**config.mk**
```make
export PLATFORM = sky130hd
export DESIGN_NAME = i2c_master_command_sequencer_top
export DESIGN_NICKNAME = d
export VERILOG_FILES = /design/src/hdl/i2cms_pkg.sv /design/src/hdl/i2c_master_command_sequencer_top.sv /design/src/hdl/i2cms_cfg.sv /design/src/hdl/i2cms_core.sv
export SDC_FILE = /design/constraint.sdc
export NUM_CORES = 1
export LEC_CHECK = 0
export BUFFER_PORTS_ARGS = -buffer_cell sky130_fd_sc_hd__clkbuf_2
export CAP_MARGIN = 20
export CORE_MARGIN = 5
export CORE_UTILIZATION = 53
export DETAILED_ROUTE_END_ITERATION = 8
export PLACE_DENSITY_LB_ADDON = 0.25
export SLEW_MARGIN = 10
export SYNTH_ARGS = -nofsm -noshare
export SYNTH_HDL_FRONTEND = slang
export SYNTH_SLANG_ARGS = --single-unit
```
**constraint.sdc**
```tcl
create_clock -name clk -period 5.6 [get_ports clk]
set_input_delay 0.56 -clock clk [delete_from_list [all_inputs] [get_ports clk]]
set_output_delay 0.56 -clock clk [all_outputs]
set_load 0.005 [all_outputs]
```
**src/hdl/i2cms_pkg.sv**
```systemverilog
`default_nettype none
package i2cms_pkg;

  localparam int DELAY_WIDTH_DEF = 16;
  localparam int DELAY_REG_W     = 16;
  localparam logic [DELAY_REG_W-1:0] DELAY_RESET = 16'd100;

  localparam int CFG_ADDR_W = 3;
  localparam int CFG_DATA_W = 32;
  localparam logic [0:0] REG_DELAY_TICKS = 1'b0;

  localparam int IN_DATA_W  = 16;
  localparam int IN_USER_W  = 3;
  localparam int OUT_DATA_W = 16;

  typedef enum logic [2:0] {
    CMD_NONE    = 3'd0,
    CMD_START   = 3'd1,
    CMD_STOP    = 3'd2,
    CMD_WRITE   = 3'd3,
    CMD_READ    = 3'd4,
    CMD_ACK     = 3'd5,
    CMD_NACK    = 3'd6,
    CMD_WAITACK = 3'd7
  } cmd_t;

  typedef struct packed {
    cmd_t       kind;
    logic [7:0] tx_byte;
    logic       sda_in;
  } item_t;

  typedef struct packed {
    logic       scl_out;
    logic       sda_out;
    logic       busy_res;
    logic       done_res;
    logic [7:0] rx_byte;
    logic       ack_missing;
  } res_t;

endpackage
`default_nettype wire

```
**src/hdl/i2c_master_command_sequencer_top.sv**
```systemverilog
// I2C master line sequencer.
// Each item on the in_ stream is one tick of the bus sequencer: an optional
// command in in_tuser and the byte to send plus the sampled SDA level in
// in_tdata. A command is taken only while no command is running; otherwise
// it is dropped. Each line phase lasts delay_ticks items (register 0 of the
// APB port, reset 100; zero counts as one).
// Every input item yields exactly one result item on the out_ stream with
// the SCL/SDA drives (1 = released), busy, a one-item done pulse, the last
// received byte and the missing-ACK flag.
// From input acceptance the result passes the input register, then the
// sequencer update into the output register, which drives out_tvalid.
// Throughput is one item per cycle while the output is not stalled; the
// single state update per tick sets it.
// If out_tready is low the output register holds, the input register fills
// and in_tready drops until the result is taken; no item is lost.
// Synchronous reset releases both lines, clears the sequencer to idle,
// empties both registers and restores delay_ticks to 100.
`default_nettype none
module i2c_master_command_sequencer_top import i2cms_pkg::*; #(
  parameter int DELAY_WIDTH = DELAY_WIDTH_DEF
) (
  input  wire logic                  clk,
  input  wire logic                  rst_n,
  input  wire logic                  in_tvalid,
  output logic                       in_tready,
  input  wire logic [IN_DATA_W-1:0]  in_tdata,   // tx_byte[7:0], sda_in[8], zero[15:9]
  input  wire logic [IN_USER_W-1:0]  in_tuser,   // kind[2:0]
  output logic                       out_tvalid,
  input  wire logic                  out_tready,
  output logic [OUT_DATA_W-1:0]      out_tdata,  // scl_out[0], sda_out[1], busy_res[2],
                                                 // done_res[3], rx_byte[11:4],
                                                 // ack_missing[12], zero[15:13]
  input  wire logic                  cfg_psel,
  input  wire logic                  cfg_penable,
  input  wire logic                  cfg_pwrite,
  input  wire logic [CFG_ADDR_W-1:0] cfg_paddr,
  input  wire logic [CFG_DATA_W-1:0] cfg_pwdata,
  output logic [CFG_DATA_W-1:0]      cfg_prdata,
  output logic                       cfg_pready
);

  logic                   in_valid_r, in_valid_nxt;
  item_t                  item_r;
  logic                   out_valid_r, out_valid_nxt;
  res_t                   res_r;
  res_t                   res;
  logic                   step_en;
  logic [DELAY_REG_W-1:0] delay_ticks;

  assign step_en   = in_valid_r && (!out_valid_r || out_tready);
  assign in_tready = !in_valid_r || step_en;

  always_comb begin
    in_valid_nxt = in_valid_r;
    if (in_tvalid && in_tready) begin
      in_valid_nxt = 1'b1;
    end else if (step_en) begin
      in_valid_nxt = 1'b0;
    end
    out_valid_nxt = out_valid_r;
    if (step_en) begin
      out_valid_nxt = 1'b1;
    end else if (out_tready) begin
      out_valid_nxt = 1'b0;
    end
  end

  always_ff @(posedge clk) begin
    if (!rst_n) begin
      in_valid_r  <= 1'b0;
      out_valid_r <= 1'b0;
    end else begin
      in_valid_r  <= in_valid_nxt;
      out_valid_r <= out_valid_nxt;
    end
  end

  always_ff @(posedge clk) begin
    if (in_tvalid && in_tready) begin
      item_r.kind    <= cmd_t'(in_tuser);
      item_r.tx_byte <= in_tdata[7:0];
      item_r.sda_in  <= in_tdata[8];
    end
    if (step_en) begin
      res_r <= res;
    end
  end

  i2cms_cfg u_cfg (
    .clk         (clk),
    .rst_n       (rst_n),
    .psel        (cfg_psel),
    .penable     (cfg_penable),
    .pwrite      (cfg_pwrite),
    .paddr       (cfg_paddr),
    .pwdata      (cfg_pwdata),
    .prdata      (cfg_prdata),
    .delay_ticks (delay_ticks)
  );

  i2cms_core #(
    .DELAY_WIDTH (DELAY_WIDTH)
  ) u_core (
    .clk         (clk),
    .rst_n       (rst_n),
    .step_en     (step_en),
    .item        (item_r),
    .delay_ticks (delay_ticks),
    .res         (res)
  );

  assign cfg_pready = 1'b1;
  assign out_tvalid = out_valid_r;
  assign out_tdata  = {3'b000, res_r.ack_missing, res_r.rx_byte, res_r.done_res,
                       res_r.busy_res, res_r.sda_out, res_r.scl_out};

endmodule
`default_nettype wire

```
**src/hdl/i2cms_cfg.sv**
```systemverilog
`default_nettype none
module i2cms_cfg import i2cms_pkg::*; (
  input  wire logic                   clk,
  input  wire logic                   rst_n,
  input  wire logic                   psel,
  input  wire logic                   penable,
  input  wire logic                   pwrite,
  input  wire logic [CFG_ADDR_W-1:0]  paddr,
  input  wire logic [CFG_DATA_W-1:0]  pwdata,
  output logic [CFG_DATA_W-1:0]       prdata,
  output logic [DELAY_REG_W-1:0]      delay_ticks
);

  logic [DELAY_REG_W-1:0] delay_r;
  logic [DELAY_REG_W-1:0] delay_nxt;
  logic                   hit;

  // byte lanes below the word index are ignored
  assign hit = (paddr[CFG_ADDR_W-1] == REG_DELAY_TICKS);

  always_comb begin
    delay_nxt = delay_r;
    if (psel && penable && pwrite && hit) begin
      delay_nxt = pwdata[DELAY_REG_W-1:0];
    end
  end

  always_ff @(posedge clk) begin
    if (!rst_n) begin
      delay_r <= DELAY_RESET;
    end else begin
      delay_r <= delay_nxt;
    end
  end

  assign prdata      = hit ? {{(CFG_DATA_W-DELAY_REG_W){1'b0}}, delay_r} : '0;
  assign delay_ticks = delay_r;

endmodule
`default_nettype wire

```
**src/hdl/i2cms_core.sv**
```systemverilog
`default_nettype none
module i2cms_core import i2cms_pkg::*; #(
  parameter int DELAY_WIDTH = DELAY_WIDTH_DEF
) (
  input  wire logic                   clk,
  input  wire logic                   rst_n,
  input  wire logic                   step_en,
  input  wire item_t                  item,
  input  wire logic [DELAY_REG_W-1:0] delay_ticks,
  output res_t                        res
);

  cmd_t                   cmd_r, cmd_nxt;
  logic [1:0]             step_r, step_nxt;
  logic [DELAY_WIDTH-1:0] cnt_r, cnt_nxt;
  logic [2:0]             bit_r, bit_nxt;
  logic [7:0]             sh_r, sh_nxt;
  logic [7:0]             rx_r, rx_nxt;
  logic                   scl_r, scl_nxt;
  logic                   sda_r, sda_nxt;
  logic                   ack_r, ack_nxt;

  logic [DELAY_WIDTH-1:0] dly_masked;
  logic [DELAY_WIDTH-1:0] plen;
  logic [DELAY_WIDTH-1:0] cnt_dec;
  logic [2:0]             bit_inc;
  logic                   finish;
  logic                   done;

  generate
    if (DELAY_WIDTH > DELAY_REG_W) begin : g_wide
      assign dly_masked = {{(DELAY_WIDTH-DELAY_REG_W){1'b0}}, delay_ticks};
    end else if (DELAY_WIDTH == DELAY_REG_W) begin : g_equal
      assign dly_masked = delay_ticks;
    end else begin : g_narrow
      assign dly_masked = delay_ticks[DELAY_WIDTH-1:0];
    end
  endgenerate

  // a zero delay still holds each phase for one tick
  assign plen    = (dly_masked == '0) ? {{(DELAY_WIDTH-1){1'b0}}, 1'b1} : dly_masked;
  assign cnt_dec = (cnt_r != '0) ? cnt_r - 1'b1 : cnt_r;
  assign bit_inc = bit_r + 3'd1;

  always_comb begin
    cmd_nxt  = cmd_r;
    step_nxt = step_r;
    cnt_nxt  = cnt_r;
    bit_nxt  = bit_r;
    sh_nxt   = sh_r;
    rx_nxt   = rx_r;
    scl_nxt  = scl_r;
    sda_nxt  = sda_r;
    ack_nxt  = ack_r;
    finish   = 1'b0;
    done     = 1'b0;

    if (cmd_r == CMD_NONE) begin
      if (item.kind != CMD_NONE) begin
        cmd_nxt  = item.kind;
        bit_nxt  = 3'd0;
        step_nxt = 2'd0;
        cnt_nxt  = plen;
        case (item.kind)
          CMD_START: begin
            sda_nxt = 1'b1;
            scl_nxt = 1'b1;
          end
          CMD_STOP: begin
            sda_nxt = 1'b0;
            scl_nxt = 1'b1;
          end
          CMD_WRITE: begin
            sh_nxt  = item.tx_byte;
            scl_nxt = 1'b0;
            sda_nxt = item.tx_byte[7];
          end
          CMD_READ: begin
            sh_nxt  = 8'd0;
            scl_nxt = 1'b1;
            sda_nxt = 1'b1;
          end
          CMD_ACK: sda_nxt = 1'b0;
          default: sda_nxt = 1'b1;
        endcase
      end
    end else begin
      cnt_nxt = cnt_dec;
      if (cnt_dec == '0) begin
        case (cmd_r)
          CMD_START: begin
            if (step_r == 2'd0) begin
              sda_nxt  = 1'b0;
              step_nxt = 2'd1;
              cnt_nxt  = plen;
            end else begin
              scl_nxt = 1'b0;
              finish  = 1'b1;
            end
          end
          CMD_STOP: begin
            if (step_r == 2'd0) begin
              sda_nxt  = 1'b1;
              step_nxt = 2'd1;
              cnt_nxt  = plen;
            end else begin
              finish = 1'b1;
            end
          end
          CMD_ACK, CMD_NACK, CMD_WAITACK: begin
            if (step_r == 2'd0) begin
              scl_nxt  = 1'b1;
              step_nxt = 2'd1;
              cnt_nxt  = plen;
            end else if (step_r == 2'd1) begin
              if (cmd_r == CMD_WAITACK) begin
                ack_nxt = item.sda_in;
              end
              scl_nxt  = 1'b0;
              step_nxt = 2'd2;
              cnt_nxt  = plen;
            end else begin
              if (cmd_r == CMD_ACK) begin
                sda_nxt = 1'b1;
              end
              finish = 1'b1;
            end
          end
          CMD_WRITE: begin
            if (step_r == 2'd0) begin
              scl_nxt  = 1'b1;
              step_nxt = 2'd1;
              cnt_nxt  = plen;
            end else begin
              scl_nxt = 1'b0;
              if (bit_r == 3'd7) begin
                sda_nxt = 1'b1;
                finish  = 1'b1;
              end else begin
                bit_nxt  = bit_inc;
                sda_nxt  = sh_r[3'd7 - bit_inc];
                step_nxt = 2'd0;
                cnt_nxt  = plen;
              end
            end
          end
          CMD_READ: begin
            if (step_r == 2'd0) begin
              // sample at the end of the SCL-high phase
              if (item.sda_in) begin
                sh_nxt[3'd7 - bit_r] = 1'b1;
              end
              scl_nxt  = 1'b0;
              step_nxt = 2'd1;
              cnt_nxt  = plen;
            end else if (bit_r == 3'd7) begin
              rx_nxt = sh_r;
              finish = 1'b1;
            end else begin
              bit_nxt  = bit_inc;
              scl_nxt  = 1'b1;
              step_nxt = 2'd0;
              cnt_nxt  = plen;
            end
          end
          default: finish = 1'b1;
        endcase
      end
      if (finish) begin
        cmd_nxt  = CMD_NONE;
        step_nxt = 2'd0;
        cnt_nxt  = '0;
        done     = 1'b1;
      end
    end
  end

  always_ff @(posedge clk) begin
    if (!rst_n) begin
      cmd_r  <= CMD_NONE;
      step_r <= 2'd0;
      cnt_r  <= '0;
      bit_r  <= 3'd0;
      sh_r   <= 8'd0;
      rx_r   <= 8'd0;
      scl_r  <= 1'b1;
      sda_r  <= 1'b1;
      ack_r  <= 1'b0;
    end else if (step_en) begin
      cmd_r  <= cmd_nxt;
      step_r <= step_nxt;
      cnt_r  <= cnt_nxt;
      bit_r  <= bit_nxt;
      sh_r   <= sh_nxt;
      rx_r   <= rx_nxt;
      scl_r  <= scl_nxt;
      sda_r  <= sda_nxt;
      ack_r  <= ack_nxt;
    end
  end

  always_comb begin
    res.scl_out     = scl_nxt;
    res.sda_out     = sda_nxt;
    res.busy_res    = (cmd_nxt != CMD_NONE);
    res.done_res    = done;
    res.rx_byte     = rx_nxt;
    res.ack_missing = ack_nxt;
  end

endmodule
`default_nettype wire

```
==> summary.md, run 1 <==
| Metric | Value |
|---|---|
| N_diodes | `0` |
| Final ANT Viol Nets | `0` |
| CTS Buf Count | `9` |
| Status | `finished clean` |
| Routability cong. | `~0.88` |
| Yosys top cell by area | `dfxtp_1` |
| Critical Path Source Type | `flip-flop` |
| CP top delay family | `simple AND/OR/NAND/NOR gates` |
| GRT Util Overall | `around 20%` |
| Root Buffer | `clkbuf_8` |
| PD cells | `about 280 mW/mm^2` |
| Final setup TNS | `0 ns` |
| Worst-path fanout max | `25` |
| DRC | `0` |
| Mapped Area | `roughly 0.0047 mm^2` |
| Switching part of the total | `slightly below 30%` |
| Initial DRC count | `314` |
| Synth top cells by count | `nand2_1, dfxtp_1, o21ai_0` |
| EDFF count, synth | `25` |
| Synth cell types | `65` |
| Reg power frac | `roughly 48%` |
| Fmax | `around 270 MHz` |
| Headroom to the max-slew limit | `a little under two fifths` |
| FF-to-FF setup slack | `slightly below 2 ns` |
| Post-Place Setup Slack | `approximately 2.0 ns` |
| Detailed-route via count | `roughly 4200` |
| Cells after Synth | `551` |
| H-Tree Level Count | `3` |
| Total die area | `0.0109 mm^2` |
| Synth top area share | `around 26%` |
| Cell internal pwr | `~1.0 mW` |
| Pleak | `around 2.0 nW` |
| Ports | `between 100 and 150` |
| Clock sink count | `86` |
| Core Region | `~0.0087 mm^2` |
| Vias in the first global route | `3854` |
| # fillers | `~770` |
| Clk network pwr share | `about a third` |
| Minimum clock period | `around 3.7 ns` |
| Arr. time, crit path | `around 4 ns` |
| Worst Hold Class | `in -> reg` |
| Critical-path cell list | `nor2_1, nand2_1, nor4_1, nand2b_1, a21oi_1, a22oi_1, a21boi_0` |
| Ys async rst share | `0%` |
| Slew Viols, Final | `0` |
| Detailed Routing Iterations Pass 1 | `5` |
| Synth top area cells | `dfxtp_1, edfxtp_1, nand2_1` |
| Non-Filler Instances | `~710` |
| Worst VDD drop | `174 uV` |
| Mean Syn Cell Area | `roughly 8.6 um^2` |
| Hold_buf cts | `0` |
| Final HPWL DP | `between 8000 and 9000 um` |
| Worst Max-Slew Pin Slew | `0.941 ns` |
| Final #Nets | `approximately 660` |
| Reg clk slew, reported paths | `0.09 ns` |
| Largest net degree at the start of global routing | `74` |
| Synthesis warning total | `0` |
| Setup CP Type | `reg -> reg` |
| Logic pwr share | `~18%` |
| Worst skew pair latency | `between 0.3 and 0.4 ns` |
| Yosys reg bits | `86` |
| I/O Buffers | `between 60 and 70` |
| Share of post-route cells with drive strength above 1 | `~18%` |
| CP Buf/Inv Count | `0` |
| Placed Instances | `692` |
| Chip Width | `104 um` |
| Worst path slowest cell | `nor4_1` |
| Antenna violations before repair | `0` |
| MaxCap Viol Count | `0` |
| Dominant synthesized flop cell | `dfxtp_1` |
| RSZ-0062 raised after global routing | `false` |
| Sequential share of the synthesized area | `around two fifths` |
| Vias per std cell | `around 6.0` |
| Most numerous cell in the Yosys netlist | `nand2_1` |
| Clock skew | `around 0.011 ns` |
| Final hold violation count | `0` |
| First-pass GRT wire length | `roughly 19000 um` |
| Count of final setup violators | `0` |
| Crit. End Element | `flip-flop` |
| Post-CTS sizing | `0` |
| NetSw | `426 uW` |
| Initial Util | `between 50% and 60%` |
| Period utilization | `approximately 66%` |
| Die Ht | `around 100 um` |
| Grt ovf | `0` |
| Setup repair bufs after CTS | `0` |
| Worst Path Required | `between 5 and 6 ns` |
| Layout area overhead | `10.7%` |
| Site row count | `34` |
| Critical path's largest stage delay | `0.84 ns` |
| CTS tree | `done` |
| Worst setup margin | `slightly below 2 ns` |
| CTS Buffer Depth | `2` |
| WL/cell | `16.3 um` |
| Routed wire length | `about 12000 um` |
-- cell usage in the layout (no fill, tap or decap), types with 3 or more instances in the layout --
| master | synthesis | layout |
|---|---|---|
| nor4_1 | 11 | 11 |
| or3_1 | 6 | 6 |
| dfxtp_1 | 61 | 61 |
| conb_1 | 2 | 20 |
| buf_4 | 20 | 4 |
| a211oi_1 | 4 | 4 |
| and2_1 | 4 | 4 |
| o21ai_0 | 48 | 48 |
| ha_1 | 3 | 3 |
| nor2_1 | 39 | 39 |
| a221oi_1 | 9 | 9 |
| and4b_1 | 7 | 7 |
| a21oi_1 | 23 | 23 |
| mux2i_1 | 6 | 6 |
| clkbuf_2 | 1 | 66 |
| o2bb2ai_1 | 3 | 3 |
| nand2_1 | 71 | 71 |
| a31oi_1 | 9 | 9 |
| o211ai_1 | 5 | 5 |
| a311oi_1 | 3 | 3 |
| xnor2_1 | 4 | 4 |
| nand2b_1 | 5 | 5 |
| nor3_1 | 18 | 17 |
| clkbuf_8 | 0 | 10 |
| o31ai_1 | 4 | 4 |
| nand4_1 | 5 | 5 |
| or4_1 | 5 | 5 |
| nor2b_1 | 20 | 20 |
| o21a_1 | 5 | 5 |
| edfxtp_1 | 25 | 25 |
| inv_1 | 9 | 9 |
| a21boi_0 | 18 | 18 |
| nand3_1 | 20 | 20 |
| mux2_2 | 9 | 9 |
| nand3b_1 | 3 | 3 |
-- sequential cells by signal, summed over array words and instances, names as in the netlist --
signal and count:
u_core.step_r 2, u_core.cnt_r 16, out_tvalid 1, in_valid_r 1, u_cfg.delay_ticks 16, u_core.cmd_r 3
u_core.ack_r 1, item_r 12, u_core.sh_r 8, u_core.rx_r 8, u_core.bit_r 3, u_core.scl_r 1
out_tdata 13, u_core.sda_r 1
-- layer usage --
metal,global-route usage (%),vias to the layer above,wire (um)
li1,-,2065,-
met1,30.2,1933,5290
met3,3.91,18,1100
met4,5.55,0,145
met2,30.5,225,5000
met5,0,-,0
-- path summary, 6_finish.rpt --
check                        from              end  cells past startpoint
setup / recovery  u_core.cmd_r[1]  u_core.cnt_r[8]                      7
hold reg to reg    u_core.rx_r[2]   u_core.rx_r[2]                      2
setup reg to reg  u_core.cmd_r[1]  u_core.cnt_r[8]                      7
hold / removal        in_tdata[0]        item_r[1]                      1
-- area by class of cell --
class / count / area (um^2) / area share, %
inverter: 10 / 37.5 / 0.718
clock inverter: 6 / 92.6 / 1.77
sequential: 86 / 1970 / 37.7
clock buffer: 10 / 138 / 2.63
tap: 108 / 135 / 2.58
timing repair buffer: 70 / 360 / 6.89
multi-input combinational: 418 / 2500 / 47.7
-- power by group through the flow --
| stage | logic, mW | registers (mW) | clock network (mW) |
|---|---|---|---|
| floorplan | 0.205 | 0.701 | 0 |
| global placement | 0.245 | 0.715 | 0 |
| detailed placement | 0.249 | 0.717 | 0 |
| CTS | 0.251 | 0.702 | 0.506 |
| global route | 0.282 | 0.708 | 0.531 |
| finish | 0.255 | 0.704 | 0.498 |
-- per-stage QoR --
| step | total power [mW] | cell area [um^2] | hold slack [ns] | util [%] |
|---|---|---|---|---|
| after floorplan | 0.906 | 4790 | 0.433 | - |
| after global placement | 0.961 | 5000 | 0.442 | 57.3 |
| after detailed placement | 0.965 | 5000 | 0.450 | 57.3 |
| after CTS | 1.46 | 5230 | 0.357 | 60.0 |
| after global routing | 1.52 | 5230 | 0.349 | 60.0 |
| final | 1.46 | 5230 | 0.364 | 60.0 |
-- logic make-up after synthesis --
logic type | count (synthesis) | share of synthesized area [%]
adders and majority gates | 4 | 1.01
other | 2 | 0.159
xor gates and xnor gates | 6 | 1.11
DFF | 86 | 41.7
muxes | 18 | 4.68
and+or+nand+nor | 225 | 24.6
buffers and inverters | 65 | 7.01
AOI/OAI and AO/OA | 145 | 19.7
(Power assumes the default switching activity.)
==> run 2: changes to the inputs <==
--- a/config.mk
+++ b/config.mk
@@ -8,7 +8,7 @@
 export BUFFER_PORTS_ARGS = -buffer_cell sky130_fd_sc_hd__clkbuf_2
 export CAP_MARGIN = 20
 export CORE_MARGIN = 5
-export CORE_UTILIZATION = 53
+export CORE_UTILIZATION = 49
 export DETAILED_ROUTE_END_ITERATION = 8
 export PLACE_DENSITY_LB_ADDON = 0.25
 export SLEW_MARGIN = 10
==> constraint.sdc (replaced) <==
create_clock -name clk -period 3.31 [get_ports clk]
set_input_delay 0.331 -clock clk [delete_from_list [all_inputs] [get_ports clk]]
set_output_delay 0.331 -clock clk [all_outputs]
set_load 0.005 [all_outputs]
==> run 2 against run 1 <==
- first-iteration DRC count fell by 0.64%
- core utilization fell by 2.1 points
- maximum frequency rose by 17%
- clock power rose by 38%
- power rose by 61%
- register-to-register slack got worse by 1.8 ns
- final cell count rose by 5.8%
- count of clock-buffer cells in the layout fell by 1
- highest routed layer unchanged
==> summary.md, run 2 (synthesis gave the netlist of run 1 again) <==
| Metric | Value |
|---|---|
| Status | `finished clean` |
| Clock sink count | `86 (unchanged)` |
| Largest net degree at the start of global routing | `45 (-39%)` |
| PD cells | `435 mW/mm^2 (+56%)` |
| Final #Nets | `679 (+3.0%)` |
| Site row count | `35 (+2.9%)` |
| Vias in the first global route | `3970 (+3.0%)` |
| Cell Area, Placed | `0.00518 mm^2 (+3.7%)` |
| CP Buf/Inv Count | `1 (+1)` |
| # fillers | `893 (+17%)` |
| DRC | `0 (unchanged)` |
| Share of post-route cells with drive strength above 1 | `21.1% (+3.5 points)` |
| Vias per std cell | `5.78 (-3.5%)` |
| CTS Buf Count | `9 (unchanged)` |
| Clock skew | `0.0118 ns (+0.000719 ns)` |
| Slew Viols, Final | `0 (unchanged)` |
| Worst-path fanout max | `6 (-76%)` |
| Detailed Routing Iterations Pass 1 | `5 (unchanged)` |
| Post-Place Setup Slack | `0.0524 ns (-1.96 ns)` |
| Setup repair bufs after CTS | `0 (unchanged)` |
| Critical Path Source Type | `flip-flop` |
| GRT Util Overall | `20.4% (-0.084 points)` |
| WL/cell | `15.7 um (-3.6%)` |
| Worst skew pair latency | `0.35 ns (about the same)` |
| Worst setup margin | `0.169 ns (-1.76 ns)` |
| Detailed-route via count | `4329 (+2.1%)` |
| Crit. End Element | `flip-flop` |
| Die Ht | `108 um (+3.6%)` |
| Worst Max-Slew Pin Slew | `0.844 ns (-0.0970 ns)` |
| H-Tree Level Count | `3 (unchanged)` |
| Non-Filler Instances | `749 (+5.8%)` |
| Pleak | `2.06 nW (+5.1%)` |
| Core Region | `0.00933 mm^2 (+7.0%)` |
| Post-CTS sizing | `0 (unchanged)` |
| Worst path slowest cell | `or4_1` |
| Initial Util | `50.7% (-3.5 points)` |
| Minimum clock period | `3.14 ns (-0.534 ns)` |
| Commonest non-fill, non-tap cell in the layout | `nand2_1` |
| Total die area | `0.0117 mm^2 (+7.4%)` |
| Reg clk slew, reported paths | `0.10 ns (about the same)` |
| Headroom to the max-slew limit | `43.8% (+6.9 points)` |
| First-pass GRT wire length | `19500 um (+3.6%)` |
| Hold_buf cts | `0 (unchanged)` |
| Critical-path cell list | `or4_1, nor4_4, buf_4, nor3_1, xnor2_1, nand4_1, or4_4, mux2_4` |
| CP top delay family | `simple AND/OR/NAND/NOR gates` |
| Setup CP Type | `reg -> reg` |
| Ports | `112 (unchanged)` |
| Arr. time, crit path | `3.24 ns (-0.68 ns)` |
| Commonest non-fill, non-tap cells in the layout | `nand2_1, clkbuf_2, dfxtp_1` |
| N_diodes | `0 (unchanged)` |
| Antenna violations before repair | `0 (unchanged)` |
| Final HPWL DP | `8600 um (+6.8%)` |
| Routed wire length | `11800 um (+2.0%)` |
| Worst Hold Class | `in -> reg` |
| RSZ-0062 raised after global routing | `false` |
| Worst VDD drop | `282 uV (+62%)` |
| MaxCap Viol Count | `0 (unchanged)` |
| Final ANT Viol Nets | `0 (unchanged)` |
| Count of final setup violators | `0 (unchanged)` |
| Root Buffer | `clkbuf_8` |
| Initial DRC count | `312 (-0.64%)` |
| CTS Buffer Depth | `2 (unchanged)` |
| Final hold violation count | `0 (unchanged)` |
| CTS tree | `done` |
| Grt ovf | `0 (unchanged)` |
| Chip Width | `108 um (+3.6%)` |
| Fmax | `318 MHz (+17%)` |
| Final setup TNS | `0 ns (unchanged)` |
| Worst Path Required | `3.41 ns (-2.43 ns)` |
| Hold WS | `0.146 ns (-0.217 ns)` |
| I/O Buffers | `66 (unchanged)` |
| Finished Cell Area | `0.00540 mm^2 (+3.3%)` |
| Placed Instances | `733 (+5.9%)` |
| Critical path's largest stage delay | `0.70 ns (-0.14 ns)` |
| Layout area overhead | `14.3%` |
| Routability cong. | `0.896 (+2.3%)` |
| Period utilization | `94.9% (+29 points)` |
run 2: cell type report:
class / instances / area [um^2] / share of cell area, %
clock inverter: 7 / 60.1 / 1.11
multi-input combinational: 418 / 2520 / 46.7
clock buffer: 9 / 124 / 2.29
timing repair buffer: 90 / 527 / 9.75
inverter: 10 / 37.5 / 0.695
sequential: 86 / 1970 / 36.5
tap: 129 / 161 / 2.99
run 2: where the power goes:
group / internal (mW) / total [mW] / switching, mW
registers: 1.13 / 1.18 / 0.0510
logic: 0.195 / 0.481 / 0.286
clock network: 0.283 / 0.687 / 0.404
total: 1.61 / 2.35 / 0.741
run 2: path summary, 6_finish.rpt:
| kind | start | end | slack [ns] | depth (start not counted) |
|---|---|---|---|---|
| hold / removal | in_tuser[2] | item_r[11] | 0.15 | 1 |
| setup reg to reg | u_core.cnt_r[4] | out_tdata[12] | 0.17 | 8 |
| hold reg to reg | u_core.rx_r[2] | u_core.rx_r[2] | 0.46 | 2 |
| setup / recovery | u_core.cnt_r[4] | out_tdata[12] | 0.17 | 8 |
run 2: through the flow:
step / utilization, % / power [mW]
6_report: 57.9 / 2.35
5_1_grt: 57.9 / 2.47
4_1_cts: 57.6 / 2.35
3_5_place_dp: 55.6 / 1.67
3_3_place_gp: 55.6 / 1.66
2_1_floorplan: - / 1.53
run 2: layer usage:
layer,routed length (um),share of wire (%),global-route usage [%],vias to the layer above
li1,-,-,-,2099
met1,5660,48,31.1,2041
met2,5070,43,30.0,181
met3,943,8.0,3.58,8
met4,101,0.86,4.69,0
met5,0,0,0,-
run 2: worst register-to-register path, cell delays in order, from the launching register on:
cell	delay, ns
dfxtp_1	0.37
or4_1	0.70
nor4_4	0.33
buf_4	0.19
nor3_1	0.06
xnor2_1	0.17
nand4_1	0.18
or4_4	0.58
mux2_4	0.31
==> run 3: changes to the inputs <==
--- a/config.mk
+++ b/config.mk
@@ -5,7 +5,7 @@
 export SDC_FILE = /design/constraint.sdc
 export NUM_CORES = 1
 export LEC_CHECK = 0
-export BUFFER_PORTS_ARGS = -buffer_cell sky130_fd_sc_hd__clkbuf_2
+export BUFFER_PORTS_ARGS = -buffer_cell sky130_fd_sc_hd__buf_2
 export CAP_MARGIN = 20
 export CORE_MARGIN = 5
 export CORE_UTILIZATION = 49
==> run 3 against run 2 <==
- via count down 0.14%
- clock skew rose by 0.0046 ns
- hold slack worse by 0.0080 ns
- clock power increased by 12%
- largest power group unchanged
==> summary.md, run 3 (synthesis gave the netlist of run 1 again) <==
| Metric | Value |
|---|---|
| Largest net degree at the start of global routing | `27 (-40%)` |
| Crit Reg-Reg Startpoint | `u_core.cnt_r[0]` |
| Period utilization | `94.2% (-0.66 points)` |
| CP startpoint | `u_core.cnt_r[0]` |
| Die Ht | `108 um (unchanged)` |
| Finished Cell Area | `0.00542 mm^2 (+0.23%)` |
| Status | `finished clean` |
| Pleak | `2.08 nW (+0.68%)` |
| Setup repair bufs after CTS | `0 (unchanged)` |
| FF-to-FF setup slack | `0.19 ns (+0.02 ns)` |
| Arr. time, crit path | `3.23 ns (about the same)` |
| Routed wire length | `12200 um (+4.0%)` |
| RSZ-0062 raised after global routing | `false` |
| Final ANT Viol Nets | `0 (unchanged)` |
| DRC | `0 (unchanged)` |
| Share of post-route cells with drive strength above 1 | `21.2% (+0.093 points)` |
| Worst skew pair latency | `0.36 ns (about the same)` |
| Detailed-route via count | `4323 (-0.14%)` |
| Root Buffer | `clkbuf_8` |
| Headroom to the max-slew limit | `51.9% (+8.1 points)` |
| Initial Util | `50.7% (unchanged)` |
| N_diodes | `0 (unchanged)` |
| Crit. End Element | `flip-flop` |
| Worst Hold Class | `in -> reg` |
| Minimum clock period | `3.12 ns (-0.0219 ns)` |
| Worst-path fanout max | `19 (+13)` |
| Commonest non-fill, non-tap cells in the layout | `nand2_1, buf_2, dfxtp_1` |
| Hold path startpoint | `in_tdata[3]` |
| Cell Area, Placed | `0.00518 mm^2 (about the same)` |
| Reg clk slew, reported paths | `0.10 ns (about the same)` |
| Post-Place Setup Slack | `0.0480 ns (-0.00440 ns)` |
| Hold WS | `0.138 ns (-0.00801 ns)` |
| Detailed Routing Iterations Pass 1 | `5 (unchanged)` |
| Worst Max-Slew Pin Slew | `0.718 ns (-0.126 ns)` |
| GRT Util Overall | `21.0% (+0.61 points)` |
| Hold_buf cts | `0 (unchanged)` |
| Slew Viols, Final | `0 (unchanged)` |
| Final hold violation count | `0 (unchanged)` |
| Fmax | `321 MHz (+0.70%)` |
| Ports | `112 (unchanged)` |
| Critical Path Source Type | `flip-flop` |
| CTS tree | `done` |
| Clock sink count | `86 (unchanged)` |
| I/O Buffers | `66 (unchanged)` |
| Layout area overhead | `14.6%` |
| Chip Width | `108 um (unchanged)` |
| CTS Buf Count | `9 (unchanged)` |
| Worst Path Required | `3.42 ns (about the same)` |
| WL/cell | `16.3 um (+3.8%)` |
| Final HPWL DP | `9000 um (+4.6%)` |
| H-Tree Level Count | `3 (unchanged)` |
| CTS Buffer Depth | `2 (unchanged)` |
| Setup CP Type | `reg -> reg` |
| Final #Nets | `681 (+0.29%)` |
| First-pass GRT wire length | `19600 um (+0.67%)` |
| MaxCap Viol Count | `0 (unchanged)` |
| Total die area | `0.0117 mm^2 (unchanged)` |
| Vias per std cell | `5.76 (-0.40%)` |
| Worst setup margin | `0.191 ns (+0.0219 ns)` |
| Final Util | `58.1% (+0.13 points)` |
| Core Region | `0.00933 mm^2 (unchanged)` |
| Count of final setup violators | `0 (unchanged)` |
| Initial DRC count | `331 (+6.1%)` |
| Routability cong. | `0.926 (+3.2%)` |
| Worst VDD drop | `288 uV (+1.8%)` |
| Grt ovf | `0 (unchanged)` |
| PD cells | `451 mW/mm^2 (+3.7%)` |
| Site row count | `35 (unchanged)` |
| Clock skew | `0.0164 ns (+0.00460 ns)` |
| Antenna violations before repair | `0 (unchanged)` |
| Commonest non-fill, non-tap cell in the layout | `nand2_1` |
| Final setup TNS | `0 ns (unchanged)` |
| Vias in the first global route | `3882 (-2.2%)` |
-- run 3: cell count changes in the layout (fill, tap and decap cells not counted), sizes merged --
cell / change
clkinvlp: -1
buf: +68
inv: +1
clkbuf: -66
bufinv: +1
clkinv: -1
-- run 3: timing repair --
| item | 4_1_cts | 5_1_grt |
|---|---|---|
| setup endpoints to repair | 0 | 23 |
| resized for setup | 0 | 7 |
| endpoints found under the hold margin | 0 | 0 |
-- run 3: final cells by class --
cell class	count	area, um^2
multi-input cells	418	2520
fillers	842	3910
clock inverters	7	77.6
repair buffers	92	526
flip-flops and latches	86	1970
clock buffers	9	124
inverters	10	37.5
well taps	129	161
-- run 3: final timing paths --
| kind | end | cells after the start |
|---|---|---|
| worst max-delay path | out_tdata[1] | 11 |
| worst min-delay path | item_r[4] | 1 |
| worst max register to register | out_tdata[1] | 11 |
| worst min register to register | u_core.rx_r[2] | 2 |
-- run 3: critical path: stages, from the launching register on --
cell and delay, ns:
dfxtp_1 0.32, inv_1 0.10, ha_1 0.24, or3b_4 0.45
nor4_1 0.39, a221oi_1 0.15, nor4b_2 0.18, nand4_1 0.12
buf_4 0.26, o31ai_1 0.11, o211ai_1 0.09, a21boi_0 0.45
-- run 3: per-layer routing --
layer | GRT usage, % | vias up | part of all wire, %
met3 | 4.90 | 14 | 8.6
met2 | 30.3 | 198 | 43
met5 | 0 | - | 0
met1 | 31.5 | 2007 | 47
met4 | 5.50 | 0 | 0.99
li1 | - | 2104 | -
-- run 3: where the power goes --
part	switching (mW)	internal, mW
clock network	0.411	0.358
logic	0.295	0.198
registers	0.0492	1.13
total	0.755	1.69
-- run 3: through the flow --
stage / instances / power [mW]
2_1_floorplan: 569 / 1.53
3_3_place_gp: 734 / 1.66
3_5_place_dp: 734 / 1.67
4_1_cts: 750 / 2.43
5_1_grt: 751 / 2.55
6_report: 751 / 2.44
